`config.mk`:
```
export PLATFORM = sky130hd
export DESIGN_NAME = point_in_polygon_winding
export DESIGN_NICKNAME = d
export VERILOG_FILES = /design/src/rtl/pipw_pkg.sv /design/src/rtl/pipw_cell.sv /design/src/rtl/pipw_edge.sv /design/src/rtl/point_in_polygon_winding.sv
export SDC_FILE = /design/constraint.sdc
export NUM_CORES = 2
export LEC_CHECK = 0
export BUFFER_PORTS_ARGS = -buffer_cell sky130_fd_sc_hd__buf_2
export CAP_MARGIN = 25
export CORE_MARGIN = 4
export CORE_UTILIZATION = 30
export CTS_CLUSTER_SIZE = 14
export DETAILED_ROUTE_END_ITERATION = 12
export MAX_ROUTING_LAYER = met4
export PLACE_DENSITY = 0.51
export SLEW_MARGIN = 15
export SYNTH_ARGS = -nofsm -noshare
export SYNTH_HDL_FRONTEND = slang
export SYNTH_SLANG_ARGS = --single-unit
```
`constraint.sdc`:
```
create_clock -name clk -period 8 [get_ports clk]
set_input_delay 1.6 -clock clk [delete_from_list [all_inputs] [get_ports clk]]
set_output_delay 1.6 -clock clk [all_outputs]
set_load 0.01 [all_outputs]
```
`src/rtl/pipw_pkg.sv`:
```
// shared types and constants for the winding-number point-in-polygon block
// no dependencies; used by every module under rtl

package pipw_pkg;

  localparam int MAX_VERTICES = 64;
  localparam int COORD_BITS   = 16;
  localparam int INDEX_BITS   = 6;
  localparam int VCOUNT_BITS  = 7;

  localparam int RING_BITS  = $clog2(MAX_VERTICES);
  localparam int CNT_MIN    = $clog2(MAX_VERTICES + 1);
  localparam int CNT_BITS   = (CNT_MIN > VCOUNT_BITS) ? CNT_MIN : VCOUNT_BITS;
  localparam int DIFF_BITS  = COORD_BITS + 1;
  localparam int PROD_BITS  = 2 * DIFF_BITS;
  localparam int CROSS_BITS = PROD_BITS + 1;
  localparam int WN_BITS    = CNT_BITS + 1;

  localparam int IN_FIELD_BITS = INDEX_BITS + 2 * COORD_BITS;
  localparam int IN_DATA_BITS  = ((IN_FIELD_BITS + 7) / 8) * 8;
  localparam int OUT_DATA_BITS = 8;

  localparam int CFG_INDEX_BITS = 1;
  localparam int CFG_DATA_BITS  = VCOUNT_BITS;

  localparam logic [CFG_INDEX_BITS-1:0] REG_VERTEX_COUNT = 1'b0;
  localparam logic [CFG_INDEX_BITS-1:0] REG_CHECK_ALL    = 1'b1;

  localparam logic OP_VERTEX = 1'b0;
  localparam logic OP_TEST   = 1'b1;

  localparam int DRAIN_CYCLES = 2;

  typedef struct packed {
    logic signed [COORD_BITS-1:0] x;
    logic signed [COORD_BITS-1:0] y;
  } vertex_t;

  typedef struct packed {
    logic    valid;
    vertex_t v0;
    vertex_t v1;
    vertex_t p;
  } edge_feed_t;

endpackage

```
`src/rtl/pipw_cell.sv`:
```
// one vertex cell of the rotating ring: loads a written vertex or takes its neighbor's
// depends on pipw_pkg

module pipw_cell (
  input  logic              clk,
  input  logic              load,
  input  logic              shift,
  input  pipw_pkg::vertex_t load_vertex,
  input  pipw_pkg::vertex_t neighbor,
  output pipw_pkg::vertex_t vertex
);

  always_ff @(posedge clk) begin
    if (load) begin
      vertex <= load_vertex;
    end else if (shift) begin
      vertex <= neighbor;
    end
  end

endmodule

```
`src/rtl/pipw_edge.sv`:
```
// edge crossing pipeline: differences, two products, cross sign and winding sum
// depends on pipw_pkg

module pipw_edge (
  input  logic                 clk,
  input  logic                 rst,
  input  logic                 start,
  input  pipw_pkg::edge_feed_t feed,
  output logic                 wound
);

  logic                                   s1_valid;
  logic                                   s1_up;
  logic                                   s1_down;
  logic signed [pipw_pkg::DIFF_BITS-1:0]  s1_dx;
  logic signed [pipw_pkg::DIFF_BITS-1:0]  s1_dyp;
  logic signed [pipw_pkg::DIFF_BITS-1:0]  s1_dxp;
  logic signed [pipw_pkg::DIFF_BITS-1:0]  s1_dy;

  logic                                   s2_valid;
  logic                                   s2_up;
  logic                                   s2_down;
  logic signed [pipw_pkg::PROD_BITS-1:0]  s2_p1;
  logic signed [pipw_pkg::PROD_BITS-1:0]  s2_p2;

  logic signed [pipw_pkg::CROSS_BITS-1:0] cross_sum;
  logic                                   cross_ge;
  logic                                   cross_le;
  logic signed [pipw_pkg::WN_BITS-1:0]    wn;

  always_ff @(posedge clk) begin
    if (rst) begin
      s1_valid <= 1'b0;
    end else begin
      s1_valid <= feed.valid;
    end
  end

  always_ff @(posedge clk) begin
    s1_up   <= (feed.v0.y <= feed.p.y) && (feed.v1.y > feed.p.y);
    s1_down <= (feed.v0.y > feed.p.y) && (feed.v1.y <= feed.p.y);
    s1_dx   <= pipw_pkg::DIFF_BITS'(feed.v1.x) - pipw_pkg::DIFF_BITS'(feed.v0.x);
    s1_dyp  <= pipw_pkg::DIFF_BITS'(feed.p.y) - pipw_pkg::DIFF_BITS'(feed.v0.y);
    s1_dxp  <= pipw_pkg::DIFF_BITS'(feed.p.x) - pipw_pkg::DIFF_BITS'(feed.v0.x);
    s1_dy   <= pipw_pkg::DIFF_BITS'(feed.v1.y) - pipw_pkg::DIFF_BITS'(feed.v0.y);
  end

  always_ff @(posedge clk) begin
    if (rst) begin
      s2_valid <= 1'b0;
    end else begin
      s2_valid <= s1_valid;
    end
  end

  always_ff @(posedge clk) begin
    s2_up   <= s1_up;
    s2_down <= s1_down;
    s2_p1   <= s1_dx * s1_dyp;
    s2_p2   <= s1_dxp * s1_dy;
  end

  assign cross_sum = pipw_pkg::CROSS_BITS'(s2_p1) - pipw_pkg::CROSS_BITS'(s2_p2);
  assign cross_ge  = !cross_sum[pipw_pkg::CROSS_BITS-1];
  assign cross_le  = cross_sum[pipw_pkg::CROSS_BITS-1] || (cross_sum == '0);

  always_ff @(posedge clk) begin
    if (rst || start) begin
      wn <= '0;
    end else if (s2_valid && s2_up && cross_ge) begin
      wn <= wn + pipw_pkg::WN_BITS'(1);
    end else if (s2_valid && s2_down && cross_le) begin
      wn <= wn - pipw_pkg::WN_BITS'(1);
    end
  end

  assign wound = (wn != '0);

endmodule

```
`src/rtl/point_in_polygon_winding.sv`:
```
// top level of the winding-number point-in-polygon block
// depends on pipw_pkg, pipw_cell (vertex ring) and pipw_edge (crossing pipeline)
//
// channel  dir  handshake          payload
// s_*      in   s_tvalid/s_tready  tuser operation, tdata index/x/y, tlast last point
// m_*      out  m_tvalid/m_tready  tdata point_inside, tlast last result
// cfg_*    in   cfg_valid/cfg_ready cfg_index register, cfg_data value
//
// a tested point is handled by the ring of vertex cells rotating one edge per cycle past
// the single crossing unit, then the two-stage pipeline drain and the finish state; a
// skipped point in stop mode bypasses the ring walk
// reset clears control state only; the vertex ring is undefined until written
// a finished result waits in the output register; a new item is taken meanwhile and
// stalls only in its finish state if the previous result has not been transferred

module point_in_polygon_winding (
  input  logic                                 clk,
  input  logic                                 rst,
  input  logic                                 s_tvalid,
  output logic                                 s_tready,
  input  logic [pipw_pkg::IN_DATA_BITS-1:0]    s_tdata,  // vertex_index, coord_x, coord_y
  input  logic                                 s_tuser,  // operation
  input  logic                                 s_tlast,  // last_point
  output logic                                 m_tvalid,
  input  logic                                 m_tready,
  output logic [pipw_pkg::OUT_DATA_BITS-1:0]   m_tdata,  // point_inside
  output logic                                 m_tlast,  // last_result
  input  logic                                 cfg_valid,
  output logic                                 cfg_ready,
  input  logic [pipw_pkg::CFG_INDEX_BITS-1:0]  cfg_index,
  input  logic [pipw_pkg::CFG_DATA_BITS-1:0]   cfg_data
);

  localparam logic [1:0] ST_IDLE  = 2'd0;
  localparam logic [1:0] ST_RUN   = 2'd1;
  localparam logic [1:0] ST_DRAIN = 2'd2;
  localparam logic [1:0] ST_FIN   = 2'd3;

  logic [1:0]                         state;
  logic [1:0]                         state_next;
  logic [pipw_pkg::RING_BITS-1:0]     step;
  logic [1:0]                         drain;
  logic [pipw_pkg::VCOUNT_BITS-1:0]   vertex_count;
  logic                               every_mode;
  logic                               all_inside;
  logic                               run_every;
  logic                               run_last;
  logic                               run_skip;
  pipw_pkg::vertex_t                  point;
  logic                               out_inside;

  logic                               in_xfer;
  logic                               is_test;
  logic                               skip_now;
  logic                               start_run;
  logic                               shift;
  logic                               emit_need;
  logic                               fin_go;
  logic                               result;
  logic                               wound;
  logic [pipw_pkg::INDEX_BITS-1:0]    in_index;
  pipw_pkg::vertex_t                  in_vertex;
  logic [pipw_pkg::CNT_BITS-1:0]      n_edges_lim;
  logic [pipw_pkg::CNT_BITS-1:0]      step_plus;
  pipw_pkg::edge_feed_t               feed;
  pipw_pkg::vertex_t                  ring [pipw_pkg::MAX_VERTICES];

  assign in_index    = s_tdata[pipw_pkg::INDEX_BITS-1:0];
  assign in_vertex.x = s_tdata[pipw_pkg::INDEX_BITS +: pipw_pkg::COORD_BITS];
  assign in_vertex.y = s_tdata[pipw_pkg::INDEX_BITS + pipw_pkg::COORD_BITS +:
                               pipw_pkg::COORD_BITS];

  assign s_tready  = (state == ST_IDLE);
  assign cfg_ready = 1'b1;
  assign in_xfer   = s_tvalid && s_tready;
  assign is_test   = (s_tuser == pipw_pkg::OP_TEST);
  assign skip_now  = !every_mode && !all_inside;
  assign start_run = in_xfer && is_test && !skip_now;
  assign shift     = (state == ST_RUN);

  // vertex ring, cell i takes cell i+1 so the head walks the edges in order
  for (genvar i = 0; i < pipw_pkg::MAX_VERTICES; i++) begin : g_cell
    pipw_cell u_cell (
      .clk         (clk),
      .load        (in_xfer && !is_test && (int'(in_index) == i)),
      .shift       (shift),
      .load_vertex (in_vertex),
      .neighbor    (ring[(i + 1) % pipw_pkg::MAX_VERTICES]),
      .vertex      (ring[i])
    );
  end

  assign n_edges_lim = (pipw_pkg::CNT_BITS'(vertex_count) >
                        pipw_pkg::CNT_BITS'(pipw_pkg::MAX_VERTICES)) ?
                       pipw_pkg::CNT_BITS'(pipw_pkg::MAX_VERTICES) :
                       pipw_pkg::CNT_BITS'(vertex_count);
  assign step_plus   = pipw_pkg::CNT_BITS'(step) + pipw_pkg::CNT_BITS'(1);

  assign feed.valid = shift && (step_plus < n_edges_lim);
  assign feed.v0    = ring[0];
  assign feed.v1    = ring[1];
  assign feed.p     = point;

  pipw_edge u_edge (
    .clk    (clk),
    .rst    (rst),
    .start  (start_run),
    .feed   (feed),
    .wound  (wound)
  );

  assign result    = run_skip ? 1'b0 : wound;
  assign emit_need = run_every || run_last;
  assign fin_go    = (state == ST_FIN) && (!emit_need || !m_tvalid || m_tready);

  always_comb begin
    state_next = state;
    unique case (state)
      ST_IDLE: begin
        if (in_xfer && is_test) begin
          if (!skip_now) begin
            state_next = ST_RUN;
          end else if (s_tlast) begin
            state_next = ST_FIN;
          end
        end
      end
      ST_RUN: begin
        if (step == pipw_pkg::RING_BITS'(pipw_pkg::MAX_VERTICES - 1)) begin
          state_next = ST_DRAIN;
        end
      end
      ST_DRAIN: begin
        if (drain == 2'(pipw_pkg::DRAIN_CYCLES - 1)) begin
          state_next = ST_FIN;
        end
      end
      ST_FIN: begin
        if (fin_go) begin
          state_next = ST_IDLE;
        end
      end
      default: state_next = ST_IDLE;
    endcase
  end

  always_ff @(posedge clk) begin
    if (rst) begin
      state <= ST_IDLE;
    end else begin
      state <= state_next;
    end
  end

  always_ff @(posedge clk) begin
    if (rst) begin
      step  <= '0;
      drain <= '0;
    end else begin
      if (start_run) begin
        step <= '0;
      end else if (shift) begin
        step <= step + pipw_pkg::RING_BITS'(1);
      end
      if (state == ST_DRAIN) begin
        drain <= drain + 2'd1;
      end else begin
        drain <= '0;
      end
    end
  end

  always_ff @(posedge clk) begin
    if (rst) begin
      vertex_count <= '0;
      every_mode   <= 1'b1;
    end else if (cfg_valid && cfg_ready) begin
      unique case (cfg_index)
        pipw_pkg::REG_VERTEX_COUNT: vertex_count <= cfg_data;
        pipw_pkg::REG_CHECK_ALL:    every_mode   <= cfg_data[0];
        default: ;
      endcase
    end
  end

  always_ff @(posedge clk) begin
    if (in_xfer && is_test) begin
      run_every <= every_mode;
      run_last  <= s_tlast;
      run_skip  <= skip_now;
      point     <= in_vertex;
    end
  end

  always_ff @(posedge clk) begin
    if (rst) begin
      all_inside <= 1'b1;
    end else if (fin_go) begin
      if (run_last) begin
        all_inside <= 1'b1;
      end else if (!run_every) begin
        all_inside <= result;
      end
    end
  end

  always_ff @(posedge clk) begin
    if (rst) begin
      m_tvalid <= 1'b0;
    end else if (fin_go && emit_need) begin
      m_tvalid <= 1'b1;
    end else if (m_tready) begin
      m_tvalid <= 1'b0;
    end
  end

  always_ff @(posedge clk) begin
    if (fin_go && emit_need) begin
      out_inside <= result;
      m_tlast    <= run_last;
    end
  end

  assign m_tdata = pipw_pkg::OUT_DATA_BITS'(out_inside);

  a_run_ends: assert property (@(posedge clk) disable iff (rst)
    (state == ST_RUN && step == pipw_pkg::RING_BITS'(pipw_pkg::MAX_VERTICES - 1))
    |=> (state == ST_DRAIN))
    else $error("ring walk did not end after a full rotation");

  a_emit_from_fin: assert property (@(posedge clk) disable iff (rst)
    $rose(m_tvalid) |-> $past(state == ST_FIN))
    else $error("result raised outside the finish step");

  a_flag_stop_only: assert property (@(posedge clk) disable iff (rst)
    $fell(all_inside) |-> $past(!run_every && !run_last))
    else $error("aggregate flag cleared outside stop mode");

  a_feed_in_run: assert property (@(posedge clk) disable iff (rst)
    feed.valid |-> (state == ST_RUN && !s_tready))
    else $error("edge fed while not walking the ring");

endmodule
```
After elaboration in Yosys (flattened, before gate mapping)
Index checks and enable logic that the tools add are counted.
- $mul: 2
- bitwise operators: 2
- multiplexer cells: 143
- reduce and logical (&&, ||, !) cells: 166
- magnitude comparators: 6
- equality and inequality tests: 74
- add/sub/neg operators: 10
- operators by type and width (kind ; count):
    $mux 32 ; 128
    $eq 6x6->1 const B ; 33
    $reduce_bool 2->1 ; 66
    $eq 6x5->1 const B ; 16
    $logic_and 1x1->1 ; 78
    $mul 17x17->34 ; 2
    $sub 16x16->17 ; 4
    $eq 6x4->1 const B ; 8
    $logic_not 35->1 ; 1
    $sub 34x34->35 ; 1
    $gt 16x16->1 ; 2
    $le 16x16->1 ; 2
    $eq 6x3->1 const B ; 4
    $mux 8 ; 2
    $eq 6x2->1 const B ; 2
    $mux 2 ; 6
    $add 8x2->8 const B ; 1
    $pmux 2 s4 ; 1
    $reduce_bool 8->1 ; 1
    $sub 8x2->8 const B ; 1
    $add 6x1->7 const B ; 1
    $gt 7x7->1 const B ; 1
    $logic_not 1->1 ; 7
    $lt 7x7->1 ; 1
    17 further kinds ; 34
- flip-flop bits (word level): 2255
- logic and storage cells: 558
- output and inout bits: 12
- bits of input ports: 55

Depth between registers and ports, before layout
- depth after elaboration: 7
- mapped depth: 27
- gate-level depth less buffers: 26

Hierarchy
Synthesis repeated with hierarchy kept, for this count alone.
- cells, all modules: 8241
- area, all modules: 130657.8 um2
- modules (own cells, without submodules) (module ; seq. area each (um2) ; instances ; cells an instance ; area each (um2)):
    pipw_cell ; 960.9 ; 64 ; 69 ; 1507.7
    pipw_edge ; 3002.9 ; 1 ; 3549 ; 31417.6
    point_in_polygon_winding ; 1511.4 ; 1 ; 276 ; 2747.6

Worst setup path after synthesis
Ideal clock, no wire load.
- kind: register to register
- start: register u_edge.s1_dy[8] in the netlist's numbering
- end: register u_edge.s2_p2[30] in the netlist's numbering
- cell stages (with the launch flop): 28
- library setup time: 0.095 ns
- path slack: 1.610 ns
- buffers on the path: 2
- arrival time: 6.295 ns
- period minus slack after synthesis: 6.390 ns
- data required time: 7.905 ns
- cells stage by stage: dfxtp_1 > clkbuf_1 > clkbuf_1 > nand2_1 > fa_1 > inv_1 > fa_1 > inv_1 > fa_1 > inv_1 > fa_1 > fa_1 > inv_1 > fa_1 > inv_1 > ha_1 > a21o_1 > a21oi_1 > nor2_1 > a311oi_1 > a31oi_1 > a21oi_1 > nand2b_1 > nor3_1 > o41ai_1 > a21o_1 > nand2_1 > a221oi_1
- cells in the longest elaborated chain, start to end: 1
- ends and longest elaborated chain (element ; RTL line ; RTL):
    from (decl) ; pipw_edge.sv:18 ; logic signed [pipw_pkg::DIFF_BITS-1:0] s1_dy;
    from (signal assigned) ; pipw_edge.sv:45 ; s1_dy <= pipw_pkg::DIFF_BITS'(feed.v1.y) - pipw_pkg::DIFF_BITS'(feed.v0.y);
    $mul 17x17->34 ; pipw_edge.sv:60 ; s2_p2 <= s1_dxp * s1_dy;
    to (signal assigned) ; pipw_edge.sv:60 ;
    to (decl) ; pipw_edge.sv:24 ; logic signed [pipw_pkg::PROD_BITS-1:0] s2_p2;
Every way passes these cells.
A chain may end at the register's enable or synchronous reset.

Worst setup path in the final report
- start: register u_edge.s1_dyp[3] in the netlist's numbering
- end: register u_edge.s2_p1[32] in the netlist's numbering
- cells in the longest elaborated chain, start to end: 1
- ends and longest elaborated chain (element ; RTL line ; RTL):
    from (decl) ; pipw_edge.sv:16 ; logic signed [pipw_pkg::DIFF_BITS-1:0] s1_dyp;
    from (signal assigned) ; pipw_edge.sv:43 ; s1_dyp <= pipw_pkg::DIFF_BITS'(feed.p.y) - pipw_pkg::DIFF_BITS'(feed.v0.y);
    $mul 17x17->34 ; pipw_edge.sv:59 ; s2_p1 <= s1_dx * s1_dyp;
    to (signal assigned) ; pipw_edge.sv:59 ;
    to (decl) ; pipw_edge.sv:23 ; logic signed [pipw_pkg::PROD_BITS-1:0] s2_p1;
Every way passes these cells.

==> impl_metrics.csv <==
group,metric,value,unit
sta,clock.fmax,136,MHz
floorplanning,dieArea,0.409,mm²
floorplanning,core,0.397,mm²
cts,cts_buffers,265,
global_routing,grt_max_degree,66,
yosys,synth_top_area_share,52.3,%
global_routing,use_met2,21.9,%
cts,post_cts_buffers,0,
sta,rsz0062_at_grt,"false",
sta,period_share,91.8,%
sta,tightest_slew,1.19,ns
detailed_routing,ant_nets,0,
yosys,netlist_instances,8253,
yosys,synth-xor-area-share,0.937,%
final_layout,nNetsFinal,9141,
yosys,synth_compound_area_share,2.42,%
detailed_routing,firstDrtPassIters,6,
worst_hold_path,hold_class,"reg2reg",
sta,fin_crit,7.35,ns
placed_design,dp_hpwl,176,mm
outcome,status,"finished clean",
global_routing,grt-busiest-layer,"met2",
cts,hold_buffers,0,
cts,cts_resized,0,
yosys,yosysMostFrequentCell,"edfxtp_1",
placed_design,io_buffers,56,
final_layout,fin_util,33.8,%
yosys,synth_area_leaders,"edfxtp_1 (52%), mux2_2 (19%), fa_1 (10%)",
cts,cts-root-buf,"clkbuf_16",
yosys,synth-simple-area-share,4.77,%
yosys,synth_warnings,0,
yosys,syn_area_per_cell,14.5,µm²
global_routing,grtUsageTotal,13.9,%
flow_run,maxCapViolations,0,
cts,clkTransAtPathRegs,0.06,ns
global_routing,grt-ovfl-total,0,
critical_path,cp_slowest_cell,"dfxtp_1",
global_routing,grt_pass1_vias,70500,
cts,tritoncts,"built",
critical_path,worstPathCellList,"nand2_1 -> fa_1 -> fa_1 -> fa_1 -> inv_1 -> fa_1 -> fa_1 -> inv_1 -> fa_1 -> inv_1 -> ha_1 -> a21o_1 -> a21o_1 -> a221o_1 -> a41oi_1 -> o2111ai_1 -> a31oi_1 -> nor2b_1 -> o21a_1 -> o41a_1 -> xor2_1",
critical_path,critPathMaxStageDelay,0.87,ns
yosys,synth_edf_count,2085,
floorplanning,die-height,640,µm
yosys,yosysUniqueCellTypes,88,
cts,clk_latency,0.88,ns
detailed_routing,via_per_inst,4.71,
global_routing,antenna_found_initial,13,
critical_path,crit_buf_inv,3,
floorplanning,row_count,231,
critical_path,reg2reg_slack,0.65,ns
detailed_routing,vias,64300,
sta,hold_violations,0,
yosys,yosys.area.top_type,"edfxtp_1",
critical_path,path_delay_family,"adder cells",
yosys,synthAdderAreaFrac,13.2,%
cts,clock-sinks,2255,
cts,clockBufferDepth,4,
yosys,ys_seq_area_share,55.2,%
sta,tns,0,ns
yosys,yosys_register_bits,2255,
detailed_routing,wl_per_cell,20.2,µm
yosys,synth_top_family_by_area,"multiplexers",
sta,setup_viol,0,
final_layout,area_growth,12.1,%
sta,drv_slew,0,
yosys,synthFlopType,"edfxtp_1",
yosys,synth_area,0.120,mm²
floorplanning,num_io_pins,67,
global_routing,met1_usage,18.7,%
yosys,netlist_top_cells_count,"edfxtp_1 (2085), mux2_2 (2045), inv_1 (759)",
critical_path,criticalPathCategory,"reg2reg",
detailed_routing,wirelength,276,mm
critical_path,cpMostUsedCell,"fa_1",
placed_design,gp_congestion,0.856,
floorplanning,die-width,640,µm
yosys,synth.area.mux_share,19.3,%
sta,slew_headroom,20.4,%
global_routing,use_met3,1.75,%
final_layout,drive_above_1_share,32.2,%
floorplanning,initial_utilization,30.2,%
critical_path,critPathCaptureType,"flop",
detailed_routing,drtIter0Drc,3748,
critical_path,worstPathRequired,8.73,ns
critical_path,crit_arrival,8.08,ns
sta,finClkSkew,0.0679,ns
yosys,async_flop_share,0,%
critical_path,worstPathMaxFanout,17,
global_routing,grt_pass1_wl,434,mm
detailed_routing,drcViolationCount,0,
cts,htreeDepth,5,
critical_path,cp-start-kind,"flop",
metal layers:
layer / share of wire (%) / up-vias
met4: 3.0 / 0
met3: 3.5 / 435
met5: 0 / -
met1: 47 / 33600
met2: 47 / 1133
li1: - / 29200
registers in the layout, indices dropped and copies added, names as in the netlist, 6 cells and up:
signal / count
u_edge.wn: 8
feed: 32
u_edge.s2_p2: 34
vertex_count: 7
u_edge.s1_dxp: 17
u_edge.s1_dx: 17
step: 6
g_cell.u_cell.vertex: 2048
u_edge.s1_dyp: 17
u_edge.s2_p1: 34
u_edge.s1_dy: 17
cell usage in the layout, fill, tap and decap left out, types with 45 or more instances in the layout:
master	instances
edfxtp_1	2085
mux2_2	2045
inv_1	758
fa_1	598
nand2_1	387
ha_1	303
and2_1	296
clkbuf_16	271
nor2_1	183
dfxtp_1	170
buf_4	169
a21oi_1	113
xnor2_1	93
o21ai_0	79
clkbuf_1	70
nor3_1	52
a21o_1	48
clkinv_1	45
through the flow:
step                      hold slack, ns  instance area [µm²]  cells  worst slack [ns]
final                              0.324               134000  13600             0.653
after global routing               0.326               134000  13600             0.412
after CTS                          0.325               134000  13600             0.748
after detailed placement           0.312               126000  13200             0.719
after global placement             0.319               126000  13200             0.759
after floorplan                    0.310               120000   8259              1.61
kinds of logic after synthesis:
logic type,count (synthesis)
compound gates,442
xor+xnor,128
fa+ha+maj,901
buf+inv,1302
flops,2255
mux,2056
other cells,2
simple gates,1167
layout make-up:
class                           count  area [µm²]
Antenna cell                       18        45.0
Sequential cell                  2255       66000
Clock inverter                    121        1040
Inverter                          760        2860
Timing Repair Buffer              201        1560
Tap cell                         5242        6560
Multi-Input combinational cell   4702       49000
Fill cell                       38200      262000
Clock buffer                      343        7070
path summary, 6_finish.rpt:
kind | depth (start not counted) | endpoint | start
hold / removal | 0 | u_edge.s2_down$_DFF_P_ | u_edge.s1_down$_DFF_P_
setup / recovery | 21 | u_edge.s2_p1[32]$_DFF_P_ | u_edge.s1_dyp[3]$_DFF_P_
setup reg to reg | 21 | u_edge.s2_p1[32]$_DFF_P_ | u_edge.s1_dyp[3]$_DFF_P_
hold reg to reg | 0 | u_edge.s2_down$_DFF_P_ | u_edge.s1_down$_DFF_P_
Power is left out: the tool's default activity adds up to more than one toggle a clock period on the data nets, which glitch-free logic cannot reach.
